<file path="src/rtl/core/stok_pkg.sv">
package stok_pkg;

    // Default longest word, counted in bytes including the one that overflows.
    localparam int MAX_WORD_DEF = 256;

    // Result queue geometry: room for two full items.
    localparam int FIFO_DEPTH = 4;
    localparam int FIFO_AW    = $clog2(FIFO_DEPTH);
    localparam int FIFO_CW    = $clog2(FIFO_DEPTH + 1);

    typedef logic [3:0] t_kind;
    typedef logic [1:0] t_pend;

    // Result kinds.
    localparam t_kind K_WORD_BYTE = 4'd0;
    localparam t_kind K_WORD_END  = 4'd1;
    localparam t_kind K_SEMI      = 4'd2;
    localparam t_kind K_AMP       = 4'd3;
    localparam t_kind K_AND_IF    = 4'd4;
    localparam t_kind K_PIPE      = 4'd5;
    localparam t_kind K_OR_IF     = 4'd6;
    localparam t_kind K_GT        = 4'd7;
    localparam t_kind K_GT_APPEND = 4'd8;
    localparam t_kind K_LT        = 4'd9;
    localparam t_kind K_END       = 4'd10;
    localparam t_kind K_OVERFLOW  = 4'd11;
    localparam t_kind K_LINE_DONE = 4'd12;

    // Held operator codes.
    localparam t_pend P_NONE = 2'd0;
    localparam t_pend P_AMP  = 2'd1;
    localparam t_pend P_PIPE = 2'd2;
    localparam t_pend P_GT   = 2'd3;

    // Characters of interest.
    localparam logic [7:0] C_NUL     = 8'h00;
    localparam logic [7:0] C_NEWLINE = 8'h0A;
    localparam logic [7:0] C_SPACE   = 8'h20;
    localparam logic [7:0] C_AMP     = 8'h26;
    localparam logic [7:0] C_SEMI    = 8'h3B;
    localparam logic [7:0] C_LT      = 8'h3C;
    localparam logic [7:0] C_GT      = 8'h3E;
    localparam logic [7:0] C_PIPE    = 8'h7C;

    typedef struct packed {
        t_kind      kind;
        logic [7:0] word_byte;
        logic       last;
    } t_result;

    // Character that doubles a held operator.
    function automatic logic [7:0] op_char(input t_pend p);
        logic [7:0] c;
        case (p)
            P_AMP:   c = C_AMP;
            P_PIPE:  c = C_PIPE;
            P_GT:    c = C_GT;
            default: c = C_NUL;
        endcase
        return c;
    endfunction

    // Token for a held operator that stands alone.
    function automatic t_kind single_kind(input t_pend p);
        t_kind k;
        case (p)
            P_AMP:   k = K_AMP;
            P_PIPE:  k = K_PIPE;
            P_GT:    k = K_GT;
            default: k = K_WORD_BYTE;
        endcase
        return k;
    endfunction

    // Token for a held operator that is doubled.
    function automatic t_kind double_kind(input t_pend p);
        t_kind k;
        case (p)
            P_AMP:   k = K_AND_IF;
            P_PIPE:  k = K_OR_IF;
            P_GT:    k = K_GT_APPEND;
            default: k = K_WORD_BYTE;
        endcase
        return k;
    endfunction

endpackage

</file>
<file path="src/rtl/core/stok_in_if.sv">
interface stok_in_if;
    logic       valid;
    logic       ready;
    logic [7:0] char_in;

    modport source (output valid, output char_in, input ready);
    modport sink   (input valid, input char_in, output ready);
endinterface

</file>
<file path="src/rtl/core/stok_out_if.sv">
interface stok_out_if;
    logic             valid;
    logic             ready;
    stok_pkg::t_kind  kind;
    logic [7:0]       word_byte;
    logic             last;

    modport source (output valid, output kind, output word_byte, output last, input ready);
    modport sink   (input valid, input kind, input word_byte, input last, output ready);
endinterface

</file>
<file path="src/rtl/core/shell_operator_tokenizer.sv">
// Streaming lexer for shell command lines, one byte per item.
// The input channel i_in carries char_in; the output channel o_out carries
// one token per item: kind, word_byte and last. Each input byte gives zero,
// one or two tokens, and last marks the final token caused by that byte.
// The byte is classified and the lexer state updated in the cycle it is
// accepted; its tokens go into a four-entry result queue and, if the queue
// was empty, the first of them is offered on o_out in the next cycle.
// A byte is taken in every cycle while the queue has room for two tokens,
// so bytes giving at most one token stream at one item per cycle while
// o_out.ready is high; two-token bytes are held to one token per cycle.
// When the receiver stalls, the queue fills and i_in.ready falls once fewer
// than two entries are free; nothing is lost or reordered.
// A synchronous reset (i_rst_n low) empties the queue, closes any open word,
// drops a held operator and leaves discard mode.
// MAX_WORD sets the word length at which an overflow token is given and the
// rest of the line is dropped.
module shell_operator_tokenizer #(
    parameter int MAX_WORD = stok_pkg::MAX_WORD_DEF
) (
    input  logic         i_clk,
    input  logic         i_rst_n,
    stok_in_if.sink      i_in,
    stok_out_if.source   o_out
);

    localparam int WL_W = (MAX_WORD > 2) ? $clog2(MAX_WORD) : 1;

    // Lexer state.
    logic [WL_W-1:0]     r_word_len, n_word_len;
    stok_pkg::t_pend     r_pend, n_pend;
    logic                r_disc, n_disc;

    // Result queue.
    stok_pkg::t_result   r_mem [stok_pkg::FIFO_DEPTH];
    logic [stok_pkg::FIFO_AW-1:0] r_wr_ptr, r_rd_ptr;
    logic [stok_pkg::FIFO_CW-1:0] r_count, n_count;

    stok_pkg::t_result   v_res [2];
    logic [1:0]          v_cnt;
    logic                in_acc, out_acc, take_double;
    logic [7:0]          c;

    assign c       = i_in.char_in;
    assign in_acc  = i_in.valid && i_in.ready;
    assign out_acc = o_out.valid && o_out.ready;

    assign i_in.ready = (r_count <= stok_pkg::FIFO_CW'(stok_pkg::FIFO_DEPTH - 2));

    // Classify the byte and work out its tokens and the next lexer state.
    always_comb begin
        n_word_len  = r_word_len;
        n_pend      = r_pend;
        n_disc      = r_disc;
        v_cnt       = 2'd0;
        take_double = 1'b0;
        v_res[0]    = '0;
        v_res[1]    = '0;

        if (r_disc) begin
            if (c == stok_pkg::C_NUL) begin
                v_res[0].kind = stok_pkg::K_LINE_DONE;
                v_cnt         = 2'd1;
                n_word_len    = '0;
                n_pend        = stok_pkg::P_NONE;
                n_disc        = 1'b0;
            end
        end else begin
            // A held operator is resolved by this byte first.
            if (r_pend != stok_pkg::P_NONE) begin
                n_pend = stok_pkg::P_NONE;
                if (c == stok_pkg::op_char(r_pend)) begin
                    v_res[0].kind = stok_pkg::double_kind(r_pend);
                    take_double   = 1'b1;
                end else begin
                    v_res[0].kind = stok_pkg::single_kind(r_pend);
                end
                v_cnt = 2'd1;
            end

            if (!take_double) begin
                // Any separator or operator closes an open word.
                if (c == stok_pkg::C_NUL || c == stok_pkg::C_SPACE ||
                    c == stok_pkg::C_SEMI || c == stok_pkg::C_LT ||
                    c == stok_pkg::C_AMP || c == stok_pkg::C_PIPE ||
                    c == stok_pkg::C_GT || c == stok_pkg::C_NEWLINE) begin
                    if (r_word_len != '0) begin
                        v_res[v_cnt[0]].kind = stok_pkg::K_WORD_END;
                        v_cnt                = v_cnt + 2'd1;
                    end
                    n_word_len = '0;
                end

                case (c)
                    stok_pkg::C_NUL: begin
                        v_res[v_cnt[0]].kind = stok_pkg::K_LINE_DONE;
                        v_cnt                = v_cnt + 2'd1;
                        n_pend               = stok_pkg::P_NONE;
                        n_disc               = 1'b0;
                    end
                    stok_pkg::C_SPACE: begin
                    end
                    stok_pkg::C_SEMI: begin
                        v_res[v_cnt[0]].kind = stok_pkg::K_SEMI;
                        v_cnt                = v_cnt + 2'd1;
                    end
                    stok_pkg::C_LT: begin
                        v_res[v_cnt[0]].kind = stok_pkg::K_LT;
                        v_cnt                = v_cnt + 2'd1;
                    end
                    stok_pkg::C_AMP:  n_pend = stok_pkg::P_AMP;
                    stok_pkg::C_PIPE: n_pend = stok_pkg::P_PIPE;
                    stok_pkg::C_GT:   n_pend = stok_pkg::P_GT;
                    stok_pkg::C_NEWLINE: begin
                        v_res[v_cnt[0]].kind = stok_pkg::K_END;
                        v_cnt                = v_cnt + 2'd1;
                        n_disc               = 1'b1;
                    end
                    default: begin
                        // Word byte, or overflow once the word is full.
                        if (r_word_len == WL_W'(MAX_WORD - 1)) begin
                            v_res[v_cnt[0]].kind = stok_pkg::K_OVERFLOW;
                            n_word_len           = '0;
                            n_disc               = 1'b1;
                        end else begin
                            v_res[v_cnt[0]].kind      = stok_pkg::K_WORD_BYTE;
                            v_res[v_cnt[0]].word_byte = c;
                            n_word_len                = r_word_len + WL_W'(1);
                        end
                        v_cnt = v_cnt + 2'd1;
                    end
                endcase
            end
        end

        // Mark the final token of this byte.
        if (v_cnt == 2'd1) begin
            v_res[0].last = 1'b1;
        end
        if (v_cnt == 2'd2) begin
            v_res[1].last = 1'b1;
        end
    end

    // Lexer state registers.
    always_ff @(posedge i_clk) begin
        if (!i_rst_n) begin
            r_word_len <= '0;
            r_pend     <= stok_pkg::P_NONE;
            r_disc     <= 1'b0;
        end else if (in_acc) begin
            r_word_len <= n_word_len;
            r_pend     <= n_pend;
            r_disc     <= n_disc;
        end
    end

    // Queue storage: up to two tokens written per accepted item.
    always_ff @(posedge i_clk) begin
        if (in_acc) begin
            if (v_cnt != 2'd0) begin
                r_mem[r_wr_ptr] <= v_res[0];
            end
            if (v_cnt == 2'd2) begin
                r_mem[r_wr_ptr + stok_pkg::FIFO_AW'(1)] <= v_res[1];
            end
        end
    end

    assign n_count = r_count
                   + (in_acc ? stok_pkg::FIFO_CW'(v_cnt) : '0)
                   - (out_acc ? stok_pkg::FIFO_CW'(1) : '0);

    // Queue pointers and fill count.
    always_ff @(posedge i_clk) begin
        if (!i_rst_n) begin
            r_wr_ptr <= '0;
            r_rd_ptr <= '0;
            r_count  <= '0;
        end else begin
            if (in_acc) begin
                r_wr_ptr <= r_wr_ptr + stok_pkg::FIFO_AW'(v_cnt);
            end
            if (out_acc) begin
                r_rd_ptr <= r_rd_ptr + stok_pkg::FIFO_AW'(1);
            end
            r_count <= n_count;
        end
    end

    // Head of the queue drives the output channel.
    assign o_out.valid     = (r_count != '0);
    assign o_out.kind      = r_mem[r_rd_ptr].kind;
    assign o_out.word_byte = r_mem[r_rd_ptr].word_byte;
    assign o_out.last      = r_mem[r_rd_ptr].last;

    // The queue never holds more than its depth.
    a_count_bound: assert property (@(posedge i_clk) disable iff (!i_rst_n)
        r_count <= stok_pkg::FIFO_CW'(stok_pkg::FIFO_DEPTH))
        else $error("result queue overfilled");

    // A held operator always follows a closed word.
    a_pend_no_word: assert property (@(posedge i_clk) disable iff (!i_rst_n)
        (r_pend != stok_pkg::P_NONE) |-> (r_word_len == '0))
        else $error("operator held while a word is open");

    // Discard mode carries no open word and no held operator.
    a_disc_clean: assert property (@(posedge i_clk) disable iff (!i_rst_n)
        r_disc |-> (r_word_len == '0 && r_pend == stok_pkg::P_NONE))
        else $error("state left over in discard mode");

    // An accepted line terminator returns the lexer to its reset state.
    a_nul_resets: assert property (@(posedge i_clk) disable iff (!i_rst_n)
        (in_acc && c == stok_pkg::C_NUL) |=>
            (r_word_len == '0 && r_pend == stok_pkg::P_NONE && !r_disc))
        else $error("line end did not clear the lexer");

endmodule
</file>
<file path="src/flat_wrapper.sv">
// flat-port wrapper written by rule: the top's interface ports become plain ports
module shell_operator_tokenizer_flat 
#(
    parameter int MAX_WORD = stok_pkg::MAX_WORD_DEF
)
  (i_clk, i_rst_n, i_in_valid, i_in_char_in, i_in_ready, o_out_valid, o_out_kind, o_out_word_byte, o_out_last, o_out_ready);
  stok_in_if i_in_i ();
  stok_out_if o_out_i ();
  input  logic i_clk;
  input  logic i_rst_n;
  input wire logic [$bits(i_in_i.valid)-1:0] i_in_valid;
  input wire logic [$bits(i_in_i.char_in)-1:0] i_in_char_in;
  output wire logic [$bits(i_in_i.ready)-1:0] i_in_ready;
  output wire logic [$bits(o_out_i.valid)-1:0] o_out_valid;
  output wire logic [$bits(o_out_i.kind)-1:0] o_out_kind;
  output wire logic [$bits(o_out_i.word_byte)-1:0] o_out_word_byte;
  output wire logic [$bits(o_out_i.last)-1:0] o_out_last;
  input wire logic [$bits(o_out_i.ready)-1:0] o_out_ready;
  assign i_in_i.valid = i_in_valid;
  assign i_in_i.char_in = i_in_char_in;
  assign i_in_ready = i_in_i.ready;
  assign o_out_valid = o_out_i.valid;
  assign o_out_kind = o_out_i.kind;
  assign o_out_word_byte = o_out_i.word_byte;
  assign o_out_last = o_out_i.last;
  assign o_out_i.ready = o_out_ready;
  shell_operator_tokenizer #(.MAX_WORD(MAX_WORD)) u_core (.i_clk(i_clk), .i_rst_n(i_rst_n), .i_in(i_in_i), .o_out(o_out_i));
endmodule
</file>
<file path="config.mk">
export PLATFORM = sky130hd
export DESIGN_NAME = shell_operator_tokenizer_flat
export DESIGN_NICKNAME = d
export VERILOG_FILES = /design/src/rtl/core/stok_pkg.sv /design/src/rtl/core/stok_in_if.sv /design/src/rtl/core/stok_out_if.sv /design/src/rtl/core/shell_operator_tokenizer.sv /design/src/flat_wrapper.sv
export SDC_FILE = /design/constraint.sdc
export NUM_CORES = 1
export LEC_CHECK = 0
export BUFFER_PORTS_ARGS = -buffer_cell sky130_fd_sc_hd__buf_2
export CAP_MARGIN = 20
export CORE_ASPECT_RATIO = 2
export CORE_UTILIZATION = 40
export DETAILED_ROUTE_END_ITERATION = 12
export GPL_TIMING_DRIVEN = 0
export PLACE_DENSITY = 0.54
export SLEW_MARGIN = 20
export SYNTH_ARGS = -nofsm -noshare
export SYNTH_HDL_FRONTEND = slang
export SYNTH_SLANG_ARGS = --single-unit
export TNS_END_PERCENT = 50
</file>
<file path="constraint.sdc">
create_clock -name i_clk -period 16 [get_ports i_clk]
set_clock_uncertainty 0.15 [all_clocks]
set_input_delay 3.2 -clock i_clk [delete_from_list [all_inputs] [get_ports i_clk]]
set_output_delay 3.2 -clock i_clk [all_outputs]
set_load 0.005 [all_outputs]
</file>
==> impl_metrics.tcl <==
set metrics [dict create \
    clkTransAtPathRegs_ns 0.06 \
    vias 3599 \
    clockBufferDepth 2 \
    insertion_delay_ns 0.33 \
    core_um2 10800 \
    setup_tns_ns 0 \
    layout_commonest_cell "edfxtp_1" \
    wl_per_cell_um 20.8 \
    routed_wl_mm 12.6 \
    port_buffers 23 \
    routed_via_density 5.93 \
    drtAntennaViolNets 0 \
    synth_top_area_share_pct 35.3 \
    cts_setup_buffers 0 \
    holdBufCountCts 0 \
    grt_pass1_wl_mm 19.5 \
    worstPathRequired_ns 15.88 \
    layout-drive-gt1-share_pct 21.6 \
    finalNetCount 487 \
    dp.cells 591 \
    critical_path_class "in2reg" \
    htree_levels 3 \
    path_cells "buf_2 > or4_4 > or4_1 > buf_2 > nand3_1 > nor3_1 > nor2_2 > buf_2 > inv_1 > ha_1 > or3_1 > clkbuf_1 > a21oi_1 > a211oi_1 > nor3b_2 > buf_4" \
    io_pins 27 \
    drt_iter0_markers 161 \
    finalHoldViolCount 0 \
    cts-root-buf "clkbuf_16" \
    final_max_slew_viol_count 0 \
    setup_viol 0 \
    arrival_ns 7.50 \
    nFillCells 1066 \
    final_cell_mix "edfxtp_1 (52), a21oi_1 (50), nand2_1 (33), buf_2 (33), nor2_1 (25)" \
    die_h_um 151 \
    syn_inst 424 \
    ctsResizeCount 0 \
    rsz0062_at_grt "false" \
    synth_edf_count 52 \
    cts_buffers 9 \
    syn_area_per_cell_um2 10.4 \
    die_area_um2 11500 \
    critPathTopFamily "simple AND/OR/NAND/NOR gates" \
    min_period_over_period_pct 47.6 \
    p_per_area_nw_per_um2 131 \
    synth.cell_area_um2 4420 \
    ys.flop_type "edfxtp_1" \
    cts_tree "done" \
    fp.dieW_um 76.3 \
    synth_nets 449 \
    rows 54 \
    max_freq_ghz 0.131 \
    dpl-instance-area_um2 4770 \
    syn2layout_area_growth_pct 15.3 \
    grt_usage_pct 23.2 \
    worstPathMaxFanout 10 \
    slowest_delay_ns 0.60 \
    yosysWarnings 0 \
    dp_hpwl_mm 9.84 \
    gp_congestion 0.949 \
    cts_sinks 72 \
    ys_ff_latch 72 \
    slowest_stage "nor3b_2" \
    tightest_slew_ns 0.935 \
    grt_max_degree 14 \
    drt-pass1-iter-count 4 \
    worstSetupEndpointType "flop" \
    synth_top_area_cell "edfxtp_1" \
    grt_overflow_total 0 \
    first_global_vias 3688 \
    seq_area_frac_synth_pct 44.4 \
    fin_crit_ns 7.62 \
    crit_path_start_kind "input port" \
    status "finished, final reports clean" \
    ys_types 71 \
    cpMostUsedCell "buf_2" \
    start_util_pct 40.9 \
    synth.area.top_cells "edfxtp_1 (35%), dfxtp_1 (9.1%), mux4_2 (6.6%)" \
    path_buf_inv 6 \
    hold_class "reg2reg" \
    n_antenna_cell 0 \
    instances_no_fill 607 \
    route.detailed.drc 0 \
    antenna_found_initial 0 \
    async_flop_share_pct 0 \
    leakagePower_uw 0.00177 \
    design_area_um2 5100 \
    slew_headroom_pct 37.7 \
    irDropWorstVdd_v 0.0000560 \
    max_cap_viol_count 0 \
]
through the flow:
step           utilization, %  hold WS [ns]  setup slack (ns)  total power, µW
3_5_place_dp             44.1         0.366              8.03              459
4_1_cts                  47.1         0.375              8.38              675
2_1_floorplan               -         0.324              8.35              386
5_1_grt                  47.1         0.398              8.10              701
6_report                 47.1         0.376              8.38              668
3_3_place_gp             43.6         0.357              6.89              449
cell usage after synthesis, types with 3 or more instances:
master / count
o211ai_1: 4
inv_1: 13
or3_1: 5
nand4_1: 8
nand2b_1: 5
mux2i_1: 6
nand2_1: 33
a31oi_1: 5
a211o_1: 4
o21ai_1: 4
and3_1: 3
nor3_1: 20
nor2_1: 25
buf_4: 5
or4_1: 3
o22ai_1: 3
and2_1: 5
xnor2_1: 10
edfxtp_1: 52
ha_1: 12
a21oi_1: 50
nor4_4: 3
a21o_1: 3
clkbuf_1: 5
o21ai_0: 12
o31ai_1: 5
buf_2: 10
dfxtp_1: 20
nor4_1: 11
a211oi_1: 7
nand3_1: 13
mux4_2: 13
cells by family after synthesis:
group                      count (synthesis)  synth area share, %
muxes                                     20                 8.24
adders and majority gates                 13                 3.85
buffers and inverters                     39                 4.36
and+or+nand+nor                          154                 20.0
AOI/OAI and AO/OA                        115                 17.0
DFF                                       72                 44.4
xor gates and xnor gates                  11                 2.18
registers in the layout, summed over array words and instances (netlist names), named ones only:
name               flops
u_core.r_wr_ptr        2
u_core.r_disc          1
u_core.r_rd_ptr        2
u_core.r_mem          52
u_core.r_pend          2
u_core.r_count         3
u_core.r_word_len      8
where the power goes:
part	leakage, µW	total (µW)	internal, µW	switching [µW]
clock network	0.000154	216	137	79.0
logic	0.000976	204	88.6	116
registers	0.000641	248	234	13.9
cell type report:
class / instances / area [µm²] / share of cell area [%]
clock inverters: 7 / 93.8 / 1.84
flip-flops and latches: 72 / 1960 / 38.5
clock buffers: 9 / 225 / 4.42
plain buffers: 23 / 133 / 2.60
repair buffers: 27 / 160 / 3.14
multi-input cells: 313 / 2290 / 44.9
inverters: 16 / 60.1 / 1.18
well taps: 140 / 175 / 3.44
worst reg2reg max path, cell delays in order (launching register included):
cell and delay, ns:
dfxtp_1 0.34, inv_1 0.13, ha_1 0.19, clkbuf_1 0.40, inv_1 0.23, ha_1 0.46, a21oi_1 0.08, nor2_2 0.22
buf_2 0.29, inv_1 0.08, ha_1 0.26, or3_1 0.38, clkbuf_1 0.16, a21oi_1 0.25, a211oi_1 0.18, nor3b_2 0.60
buf_4 0.30
path summary, 6_finish.rpt:
kind,startpoint,endpoint,slack (ns),depth (start not counted)
worst max register to register,u_core.r_pend[0]$_SDFFE_PN0P_,u_core.r_mem[3][6]$_DFFE_PP_,10.97,16
worst min register to register,u_core.r_word_len[1]$_SDFFE_PN0P_,u_core.r_word_len[1]$_SDFFE_PN0P_,0.38,2
worst min-delay path,u_core.r_word_len[1]$_SDFFE_PN0P_,u_core.r_word_len[1]$_SDFFE_PN0P_,0.38,2
worst max-delay path,i_in_char_in[1],u_core.r_mem[3][6]$_DFFE_PP_,8.38,16
layer usage:
metal	wire length, µm	up-vias	global-route usage (%)
met5	0	-	0
met4	855	0	18.6
met3	380	45	3.45
met2	7170	112	45.0
met1	4200	1729	20.9
li1	-	1713	-
No activity file was read; power rests on OpenSTA's default activity.
